### config.mk
export PLATFORM = sky130hd
export DESIGN_NAME = edge_triggered_capture_stats_top
export DESIGN_NICKNAME = d
export VERILOG_FILES = /design/src/hw/rtl/etcs_pkg.sv /design/src/hw/rtl/edge_triggered_capture_stats_top.sv
export SDC_FILE = /design/constraint.sdc
export NUM_CORES = 2
export LEC_CHECK = 0
export BUFFER_PORTS_ARGS = -buffer_cell sky130_fd_sc_hd__buf_2
export CORE_MARGIN = 8
export CORE_UTILIZATION = 62
export DETAILED_ROUTE_END_ITERATION = 7
export PLACE_DENSITY = 0.93
export SETUP_SLACK_MARGIN = 0.1
export SLEW_MARGIN = 20
export SYNTH_ARGS = -nofsm -noshare
export SYNTH_HDL_FRONTEND = slang
export SYNTH_SLANG_ARGS = --single-unit
export TNS_END_PERCENT = 1
### constraint.sdc
create_clock -name clk -period 11.3 [get_ports clk]
set_clock_uncertainty 0.2 [all_clocks]
set_input_delay 1.13 -clock clk [delete_from_list [all_inputs] [get_ports clk]]
set_output_delay 1.13 -clock clk [all_outputs]
set_load 0.01 [all_outputs]
### src/hw/rtl/etcs_pkg.sv
`default_nettype none
// ----------------------------------------------------------------------------
// Edge-triggered capture statistics package
// Shared constants, register map and reset values for the capture block.
// ----------------------------------------------------------------------------
package etcs_pkg;

	localparam int unsigned NUM_CH         = 4;
	localparam int unsigned FIELDS_PER_CH  = 3;
	localparam int unsigned CODE_BITS_DEF  = 24;
	localparam int unsigned MAX_FRAMES_DEF = 1024;

	localparam int unsigned ADDR_W = 5;
	localparam int unsigned DATA_W = 32;
	localparam int unsigned IDX_W  = 3;

	localparam int unsigned TRIG_CH_W   = 2;
	localparam int unsigned TRIG_EDGE_W = 2;
	localparam int unsigned CAP_LEN_W   = 11;
	localparam int unsigned SKIP_W      = 10;

	typedef enum logic [IDX_W-1:0] {
		REG_TRIG_CH   = 3'd0,
		REG_TRIG_EDGE = 3'd1,
		REG_CAP_LEN   = 3'd2,
		REG_SKIP      = 3'd3,
		REG_REPEAT    = 3'd4
	} reg_idx_t;

	localparam logic [TRIG_EDGE_W-1:0] EDGE_ANY  = 2'd0;
	localparam logic [TRIG_EDGE_W-1:0] EDGE_RISE = 2'd1;
	localparam logic [TRIG_EDGE_W-1:0] EDGE_FALL = 2'd2;

	localparam logic [TRIG_CH_W-1:0]   RST_TRIG_CH   = 2'd0;
	localparam logic [TRIG_EDGE_W-1:0] RST_TRIG_EDGE = EDGE_RISE;
	localparam logic [CAP_LEN_W-1:0]   RST_CAP_LEN   = 11'd1024;
	localparam logic [SKIP_W-1:0]      RST_SKIP      = 10'd512;
	localparam logic                   RST_REPEAT    = 1'b1;

endpackage
`default_nettype wire

### src/hw/rtl/edge_triggered_capture_stats_top.sv
`default_nettype none
// ----------------------------------------------------------------------------
// Edge-triggered capture statistics
// Watches one channel of a four-channel code stream for an edge, captures a
// window of frames and reports per-channel minimum, maximum and mean.
// ----------------------------------------------------------------------------
// A frame that arrives while the block waits for its trigger, or after it has
// stopped, is accepted with the input kept ready. A captured frame makes the
// input busy while each channel in turn goes through the shared min, max and
// accumulate step. The frame that closes a capture then waits for the
// previous result to be taken and runs the shared restoring divider, one
// quotient bit per cycle and one channel after the other, over a dividend of
// SUM_W = CODE_BITS + clog2(MAX_FRAMES) bits.
module edge_triggered_capture_stats_top #(
	parameter int unsigned MAX_FRAMES = etcs_pkg::MAX_FRAMES_DEF,
	parameter int unsigned CODE_BITS  = etcs_pkg::CODE_BITS_DEF,
	localparam int unsigned IN_W  = ((etcs_pkg::NUM_CH * CODE_BITS + 7) / 8) * 8,
	localparam int unsigned OUT_W =
		((etcs_pkg::NUM_CH * etcs_pkg::FIELDS_PER_CH * CODE_BITS + 7) / 8) * 8
) (
	input  wire logic                        clk,
	input  wire logic                        arst_n,
	input  wire logic                        s_tvalid,
	output logic                             s_tready,
	// ch1_code, ch2_code, ch3_code, ch4_code
	input  wire logic [IN_W-1:0]             s_tdata,
	output logic                             m_tvalid,
	input  wire logic                        m_tready,
	// min_ch1, max_ch1, avg_ch1, min_ch2, max_ch2, avg_ch2,
	// min_ch3, max_ch3, avg_ch3, min_ch4, max_ch4, avg_ch4
	output logic [OUT_W-1:0]                 m_tdata,
	input  wire logic                        psel,
	input  wire logic                        penable,
	input  wire logic                        pwrite,
	input  wire logic [etcs_pkg::ADDR_W-1:0] paddr,
	input  wire logic [etcs_pkg::DATA_W-1:0] pwdata,
	output logic [etcs_pkg::DATA_W-1:0]      prdata,
	output logic                             pready
);

	localparam int unsigned NCH    = etcs_pkg::NUM_CH;
	localparam int unsigned CB     = CODE_BITS;
	localparam int unsigned CH_W   = $clog2(NCH);
	localparam int unsigned FT_W   = $clog2(MAX_FRAMES + 1);
	localparam int unsigned CMP_W  = (FT_W > etcs_pkg::CAP_LEN_W) ? FT_W : etcs_pkg::CAP_LEN_W;
	localparam int unsigned SUM_W  = CB + $clog2(MAX_FRAMES);
	localparam int unsigned BIT_W  = $clog2(SUM_W);
	localparam int unsigned FLAT_W = NCH * etcs_pkg::FIELDS_PER_CH * CB;

	localparam logic signed [CB-1:0] CODE_MAXV = {1'b0, {(CB-1){1'b1}}};
	localparam logic signed [CB-1:0] CODE_MINV = {1'b1, {(CB-1){1'b0}}};

	typedef enum logic [2:0] {
		S_IDLE,
		S_UPD,
		S_WAIT,
		S_LOAD,
		S_DIV,
		S_STORE
	} state_t;

	logic [etcs_pkg::TRIG_CH_W-1:0]   trig_ch_q;
	logic [etcs_pkg::TRIG_EDGE_W-1:0] trig_edge_q;
	logic [etcs_pkg::CAP_LEN_W-1:0]   cap_len_q;
	logic [etcs_pkg::SKIP_W-1:0]      skip_q;
	logic                             repeat_q;

	state_t                  state_q;
	logic [CH_W-1:0]         ch_q;
	logic                    running_q;
	logic                    armed_q;
	logic                    trig_q;
	logic                    in_win_q;
	logic signed [CB-1:0]    ref_q;
	logic [FT_W-1:0]         frames_q;
	logic [FT_W-1:0]         count_q;
	logic signed [CB-1:0]    frame_q   [NCH];
	logic signed [CB-1:0]    win_min_q [NCH];
	logic signed [CB-1:0]    win_max_q [NCH];
	logic signed [SUM_W-1:0] win_sum_q [NCH];
	logic [CB-1:0]           res_min_q [NCH];
	logic [CB-1:0]           res_max_q [NCH];
	logic [CB-1:0]           res_avg_q [NCH];
	logic                    out_valid_q;
	logic [SUM_W-1:0]        div_q;
	logic [FT_W-1:0]         rem_q;
	logic [BIT_W-1:0]        bit_q;
	logic                    neg_q;

	logic                    accept;
	logic                    cfg_write;
	etcs_pkg::reg_idx_t      cfg_idx;
	logic signed [CB-1:0]    in_code [NCH];
	logic signed [CB-1:0]    now_code;
	logic signed [CB-1:0]    ref_use;
	logic                    fire;
	logic                    skip_ok;
	logic [CMP_W-1:0]        eff_len;
	logic [CMP_W-1:0]        frames_next;
	logic                    cap_done;
	logic signed [CB-1:0]    cur_code;
	logic signed [SUM_W-1:0] cur_ext;
	logic signed [SUM_W-1:0] sel_sum;
	logic [SUM_W-1:0]        sum_mag;
	logic [FT_W:0]           trial;
	logic                    trial_ge;
	logic [FT_W-1:0]         rem_next;
	logic [CB-1:0]           quo_trunc;
	logic [CB-1:0]           avg_val;
	logic [FLAT_W-1:0]       out_flat;

	assign s_tready  = (state_q == S_IDLE);
	assign accept    = s_tvalid & s_tready;
	assign m_tvalid  = out_valid_q;
	assign m_tdata   = OUT_W'(out_flat);
	assign pready    = 1'b1;
	assign cfg_write = psel & penable & pwrite & pready;
	assign cfg_idx   = etcs_pkg::reg_idx_t'(paddr[etcs_pkg::ADDR_W-1:2]);

	always_comb begin
		for (int c = 0; c < NCH; c++) begin
			in_code[c] = s_tdata[c*CB +: CB];
		end
		now_code = in_code[trig_ch_q];
		ref_use  = armed_q ? ref_q : now_code;
		case (trig_edge_q)
			etcs_pkg::EDGE_ANY:  fire = (now_code != ref_use);
			etcs_pkg::EDGE_RISE: fire = (now_code > ref_use);
			etcs_pkg::EDGE_FALL: fire = (now_code < ref_use);
			default:             fire = 1'b0;
		endcase
	end

	always_comb begin
		skip_ok = (CMP_W'(frames_q) >= CMP_W'(skip_q));
		if (cap_len_q == '0) begin
			eff_len = CMP_W'(1);
		end else if (CMP_W'(cap_len_q) > CMP_W'(MAX_FRAMES)) begin
			eff_len = CMP_W'(MAX_FRAMES);
		end else begin
			eff_len = CMP_W'(cap_len_q);
		end
		frames_next = CMP_W'(frames_q) + CMP_W'(1);
		cap_done    = (frames_next >= eff_len);
	end

	always_comb begin
		cur_code  = frame_q[ch_q];
		cur_ext   = {{(SUM_W-CB){cur_code[CB-1]}}, cur_code};
		sel_sum   = win_sum_q[ch_q];
		sum_mag   = sel_sum[SUM_W-1] ? (~$unsigned(sel_sum) + 1'b1) : $unsigned(sel_sum);
		trial     = {rem_q, div_q[SUM_W-1]};
		trial_ge  = (trial >= {1'b0, count_q});
		rem_next  = trial_ge ? FT_W'(trial - {1'b0, count_q}) : FT_W'(trial);
		quo_trunc = div_q[CB-1:0];
		avg_val   = neg_q ? (~quo_trunc + 1'b1) : quo_trunc;
	end

	always_comb begin
		for (int c = 0; c < NCH; c++) begin
			out_flat[(3*c)*CB +: CB]   = res_min_q[c];
			out_flat[(3*c+1)*CB +: CB] = res_max_q[c];
			out_flat[(3*c+2)*CB +: CB] = res_avg_q[c];
		end
	end

	always_comb begin
		case (cfg_idx)
			etcs_pkg::REG_TRIG_CH:   prdata = etcs_pkg::DATA_W'(trig_ch_q);
			etcs_pkg::REG_TRIG_EDGE: prdata = etcs_pkg::DATA_W'(trig_edge_q);
			etcs_pkg::REG_CAP_LEN:   prdata = etcs_pkg::DATA_W'(cap_len_q);
			etcs_pkg::REG_SKIP:      prdata = etcs_pkg::DATA_W'(skip_q);
			etcs_pkg::REG_REPEAT:    prdata = etcs_pkg::DATA_W'(repeat_q);
			default:                 prdata = '0;
		endcase
	end

	always_ff @(posedge clk or negedge arst_n) begin
		if (!arst_n) begin
			trig_ch_q   <= etcs_pkg::RST_TRIG_CH;
			trig_edge_q <= etcs_pkg::RST_TRIG_EDGE;
			cap_len_q   <= etcs_pkg::RST_CAP_LEN;
			skip_q      <= etcs_pkg::RST_SKIP;
			repeat_q    <= etcs_pkg::RST_REPEAT;
		end else if (cfg_write) begin
			case (cfg_idx)
				etcs_pkg::REG_TRIG_CH:   trig_ch_q   <= pwdata[etcs_pkg::TRIG_CH_W-1:0];
				etcs_pkg::REG_TRIG_EDGE: trig_edge_q <= pwdata[etcs_pkg::TRIG_EDGE_W-1:0];
				etcs_pkg::REG_CAP_LEN:   cap_len_q   <= pwdata[etcs_pkg::CAP_LEN_W-1:0];
				etcs_pkg::REG_SKIP:      skip_q      <= pwdata[etcs_pkg::SKIP_W-1:0];
				etcs_pkg::REG_REPEAT:    repeat_q    <= pwdata[0];
				default: begin
				end
			endcase
		end
	end

	always_ff @(posedge clk or negedge arst_n) begin
		if (!arst_n) begin
			state_q     <= S_IDLE;
			ch_q        <= '0;
			running_q   <= 1'b1;
			armed_q     <= 1'b0;
			trig_q      <= 1'b0;
			in_win_q    <= 1'b0;
			ref_q       <= '0;
			frames_q    <= '0;
			count_q     <= '0;
			out_valid_q <= 1'b0;
			bit_q       <= '0;
			for (int c = 0; c < NCH; c++) begin
				win_min_q[c] <= CODE_MAXV;
				win_max_q[c] <= CODE_MINV;
				win_sum_q[c] <= '0;
			end
		end else begin
			if (out_valid_q && m_tready) begin
				out_valid_q <= 1'b0;
			end
			case (state_q)
				S_IDLE: begin
					if (accept && running_q) begin
						if (trig_q) begin
							for (int c = 0; c < NCH; c++) begin
								frame_q[c] <= in_code[c];
							end
							in_win_q <= skip_ok;
							ch_q     <= '0;
							state_q  <= S_UPD;
						end else begin
							ref_q   <= now_code;
							armed_q <= 1'b1;
							trig_q  <= fire;
						end
					end
				end
				S_UPD: begin
					if (in_win_q) begin
						if (cur_code < win_min_q[ch_q]) begin
							win_min_q[ch_q] <= cur_code;
						end
						if (cur_code > win_max_q[ch_q]) begin
							win_max_q[ch_q] <= cur_code;
						end
						win_sum_q[ch_q] <= win_sum_q[ch_q] + cur_ext;
					end
					if (ch_q == CH_W'(NCH - 1)) begin
						frames_q <= FT_W'(frames_next);
						count_q  <= count_q + FT_W'(in_win_q);
						state_q  <= cap_done ? S_WAIT : S_IDLE;
					end else begin
						ch_q <= ch_q + 1'b1;
					end
				end
				S_WAIT: begin
					if (!out_valid_q) begin
						ch_q    <= '0;
						state_q <= S_LOAD;
					end
				end
				S_LOAD: begin
					div_q   <= sum_mag;
					neg_q   <= sel_sum[SUM_W-1];
					rem_q   <= '0;
					bit_q   <= '0;
					state_q <= S_DIV;
				end
				S_DIV: begin
					div_q <= {div_q[SUM_W-2:0], trial_ge};
					rem_q <= rem_next;
					if (bit_q == BIT_W'(SUM_W - 1)) begin
						state_q <= S_STORE;
					end else begin
						bit_q <= bit_q + 1'b1;
					end
				end
				S_STORE: begin
					if (count_q != '0) begin
						res_min_q[ch_q] <= win_min_q[ch_q];
						res_max_q[ch_q] <= win_max_q[ch_q];
						res_avg_q[ch_q] <= avg_val;
					end else begin
						res_min_q[ch_q] <= '0;
						res_max_q[ch_q] <= '0;
						res_avg_q[ch_q] <= '0;
					end
					win_min_q[ch_q] <= CODE_MAXV;
					win_max_q[ch_q] <= CODE_MINV;
					win_sum_q[ch_q] <= '0;
					if (ch_q == CH_W'(NCH - 1)) begin
						out_valid_q <= 1'b1;
						count_q     <= '0;
						frames_q    <= '0;
						trig_q      <= 1'b0;
						running_q   <= repeat_q;
						state_q     <= S_IDLE;
					end else begin
						ch_q    <= ch_q + 1'b1;
						state_q <= S_LOAD;
					end
				end
				default: begin
					state_q <= S_IDLE;
				end
			endcase
		end
	end

endmodule
`default_nettype wire

==> impl_metrics.csv <==
group,metric,value,unit
sta,slew_viol_final,0,
floorplan,die_w,267,um
power,leakage,0.0192,uW
synth,async_flop_share,49.2,%
placed_design,dpl-instance-area,41900,um^2
synth,ys_top_cells_by_count,"edfxtp_1, dfrtp_1, nand2_1",
clocking,clock-root-buffer,"clkbuf_16",
clocking,post_cts_buffers,0,
placed_design,dp_hpwl,70.2,mm
floorplan,io_pins,463,
global_routing,gr-total-overflow,0,
clocking,ctsHoldBuffers,0,
sta,fmax,143,MHz
synth,ys_warn_count,0,
clocking,h-tree-depth,3,
detailed_routing,wl_per_cell,26.4,um
synth,synthFlopType,"edfxtp_1",
detailed_routing,wirelength,111,mm
status,status,"completed",
run,maxCapViolations,0,
worst_setup_path,r2r_start,"ch_q[0]",
worst_setup_path,end_kind,"register",
worst_setup_path,path_buf_inv,1,
sta,rsz0062_at_grt,"no",
clocking,clkTransAtPathRegs,0.07,ns
clocking,clock_path_buffers,3,
synth,yosysSeqAreaShare,60.0,%
clocking,postCtsResizedCells,0,
power,peakVddDrop,159,uV
clocking,cts_made_buffers,83,
layout,synthToLayoutAreaGrowth,14.6,%
detailed_routing,vias,28200,
worst_hold_path,hold_class,"in2async",
floorplan,core,62700,um^2
worst_setup_path,ff2ff_path_depth,11,
synth,syn_avg_cell_area,13.5,um^2
worst_setup_path,slowest_delay,1.03,ns
worst_setup_path,path_cells,"buf_4 > mux4_2 > ha_1 > nand4_1 > nor3_1 > nand4_1 > nor3_1 > a41oi_1 > o21ai_1 > a21o_1 > a22o_1",
sta,setup_viol_count_final,0,
global_routing,grt_pass1_wl,167,mm
detailed_routing,ant_nets,0,
global_routing,antenna_found_initial,5,
layout,finalNetCount,3573,
sta,tightest_slew,1.22,ns
clocking,cts_sinks,846,
worst_setup_path,path_max_fanout,42,
clocking,cts_tree,"yes",
sta,timing.slew.headroom,18.9,%
sta,fin_setup_tns,0,ns
worst_setup_path,cp_data_required_time,11.68,ns
detailed_routing,via_per_inst,6.71,
layout,drive_above_1_share,27.5,%
floorplan,start_util,62.3,%
global_routing,grt_usage,30.2,%
worst_setup_path,r2r_end,"win_max_q[1]",
synth,yosysMostFrequentCell,"edfxtp_1",
synth,syn_inst,2887,
worst_setup_path,slowest_stage,"a21o_1",
synth,ys_top_cells_by_area,"edfxtp_1, dfrtp_1, mux4_2, dfstp_2, ha_1",
worst_setup_path,rrSetupSlack,4.29,ns
worst_setup_path,cp_num_cells,11,
placed_design,gp_congestion,0.925,
floorplan,die_area,71300,um^2
clocking,clk_latency,0.65,ns
worst_setup_path,crit_path_end,"win_max_q[1]",
worst_setup_path,critPathLaunchType,"register",
synth,ys_seq_elements,846,
worst_setup_path,crit_start,"ch_q[0]",
floorplan,num_rows,92,
floorplan,die_h,267,um
layout,finalInstanceArea,44800,um^2
global_routing,grt_max_degree,179,
synth,synth_cell_types,80,
sta,fin_crit,7.01,ns
detailed_routing,drc,0,
worst_setup_path,crit_family,"compound AO/OA/AOI/OAI gates",
sta,finalHoldViolCount,0,
power,pwr_density_cell,193,nW/um^2
synth,synth_top_area_share,33.1,%
worst_setup_path,cp_data_arrival_time,7.39,ns
synth,yosys.area.top_type,"edfxtp_1",
synth,synth_area,39100,um^2
synth,synth-edff-count,430,
placed_design,portBuffers,417,
detailed_routing,first_pass_iters,8,
global_routing,grt_pass1_vias,28900,
detailed_routing,drt-initial-drc-count,3587,
sta,fin_crit_sh,62.1,%
worst_setup_path,critPathKind,"reg2reg",
[power breakdown]
| part | switching [uW] | internal (uW) | total, uW |
|---|---|---|---|
| Combinational | 1420 | 826 | 2240 |
| Sequential | 165 | 3380 | 3550 |
| Clock | 1250 | 1580 | 2830 |
| Total | 2840 | 5790 | 8630 |
[cell families after synthesis]
| group | Yosys count | share of synthesized area [%] |
|---|---|---|
| xor gates and xnor gates | 105 | 2.35 |
| buffers and inverters | 276 | 3.11 |
| and+or+nand+nor | 631 | 7.52 |
| other | 2 | 0.0192 |
| muxes | 222 | 9.99 |
| AOI/OAI and AO/OA | 656 | 12.1 |
| DFF | 846 | 60.0 |
| adders and majority gates | 149 | 4.81 |
[flip-flops by register name, indices dropped and copies added (netlist names), 10 cells and up]
name,cells
win_max_q,96
frames_q,11
win_min_q,96
frame_q,96
cap_len_q,11
res_max_q,96
win_sum_q,136
res_min_q,96
count_q,11
ref_q,24
res_avg_q,96
rem_q,11
div_q,34
skip_q,10
[cell usage in the layout, fill, tap and decap left out, types with 10 or more instances in the layout]
cell / n
a211oi_1: 16
a21o_1: 43
a21oi_1: 63
a22o_1: 155
a31oi_1: 11
and2_1: 17
and3_1: 14
buf_2: 416
buf_4: 38
clkbuf_1: 20
clkbuf_16: 85
clkinv_2: 16
conb_1: 22
dfrtp_1: 312
dfstp_2: 101
edfxtp_1: 430
ha_1: 147
inv_1: 108
mux2_2: 44
mux2i_1: 48
mux4_2: 130
nand2_1: 218
nand3_1: 39
nand4_1: 20
nor2_1: 193
nor2b_1: 16
nor3_1: 32
nor4_1: 11
o21a_1: 10
o21ai_0: 151
o21ai_1: 12
o2bb2ai_1: 92
o31ai_1: 23
or3_1: 14
xnor2_1: 50
xor2_1: 55
[routing by layer]
layer / vias up / GRT usage [%] / routed length [um]
met3: 520 / 9.98 / 14300
met2: 2278 / 48.4 / 52500
met1: 13700 / 36.4 / 38100
met5: - / 0.623 / 69
met4: 4 / 15.5 / 5900
li1: 11700 / - / -
[per-stage QoR]
stage | total power [uW] | utilization, % | cells | hold WS (ns) | setup slack (ns)
floorplan | 5080 | - | 2907 | 0.240 | 6.61
global placement | 5580 | 66.8 | 4043 | 0.257 | 4.92
finish | 8630 | 71.3 | 4204 | 0.256 | 4.29
detailed placement | 5700 | 66.8 | 4043 | 0.266 | 4.82
CTS | 8540 | 71.2 | 4199 | 0.279 | 4.66
global route | 8900 | 71.3 | 4203 | 0.291 | 4.19
[layout make-up]
type / instances / area (um^2)
sequential: 846 / 23500
fill: 3680 / 18000
multi-input combinational: 1785 / 14600
timing repair buffer: 459 / 2470
clock buffer: 113 / 2310
tap: 846 / 1060
clock inverter: 43 / 483
inverter: 109 / 409
antenna: 3 / 7.51
[how the worst min path moves through the flow]
stage | end | slack [ns] | cells after the start
global placement | win_sum_q[62] | 0.26 | 2
CTS | win_sum_q[5] | 0.28 | 2
floorplan | running_q | 0.24 | 2
detailed placement | win_sum_q[5] | 0.27 | 2
finish | win_sum_q[91] | 0.26 | 1
global route | win_min_q[49] | 0.29 | 1
(Power assumes the default switching activity.)
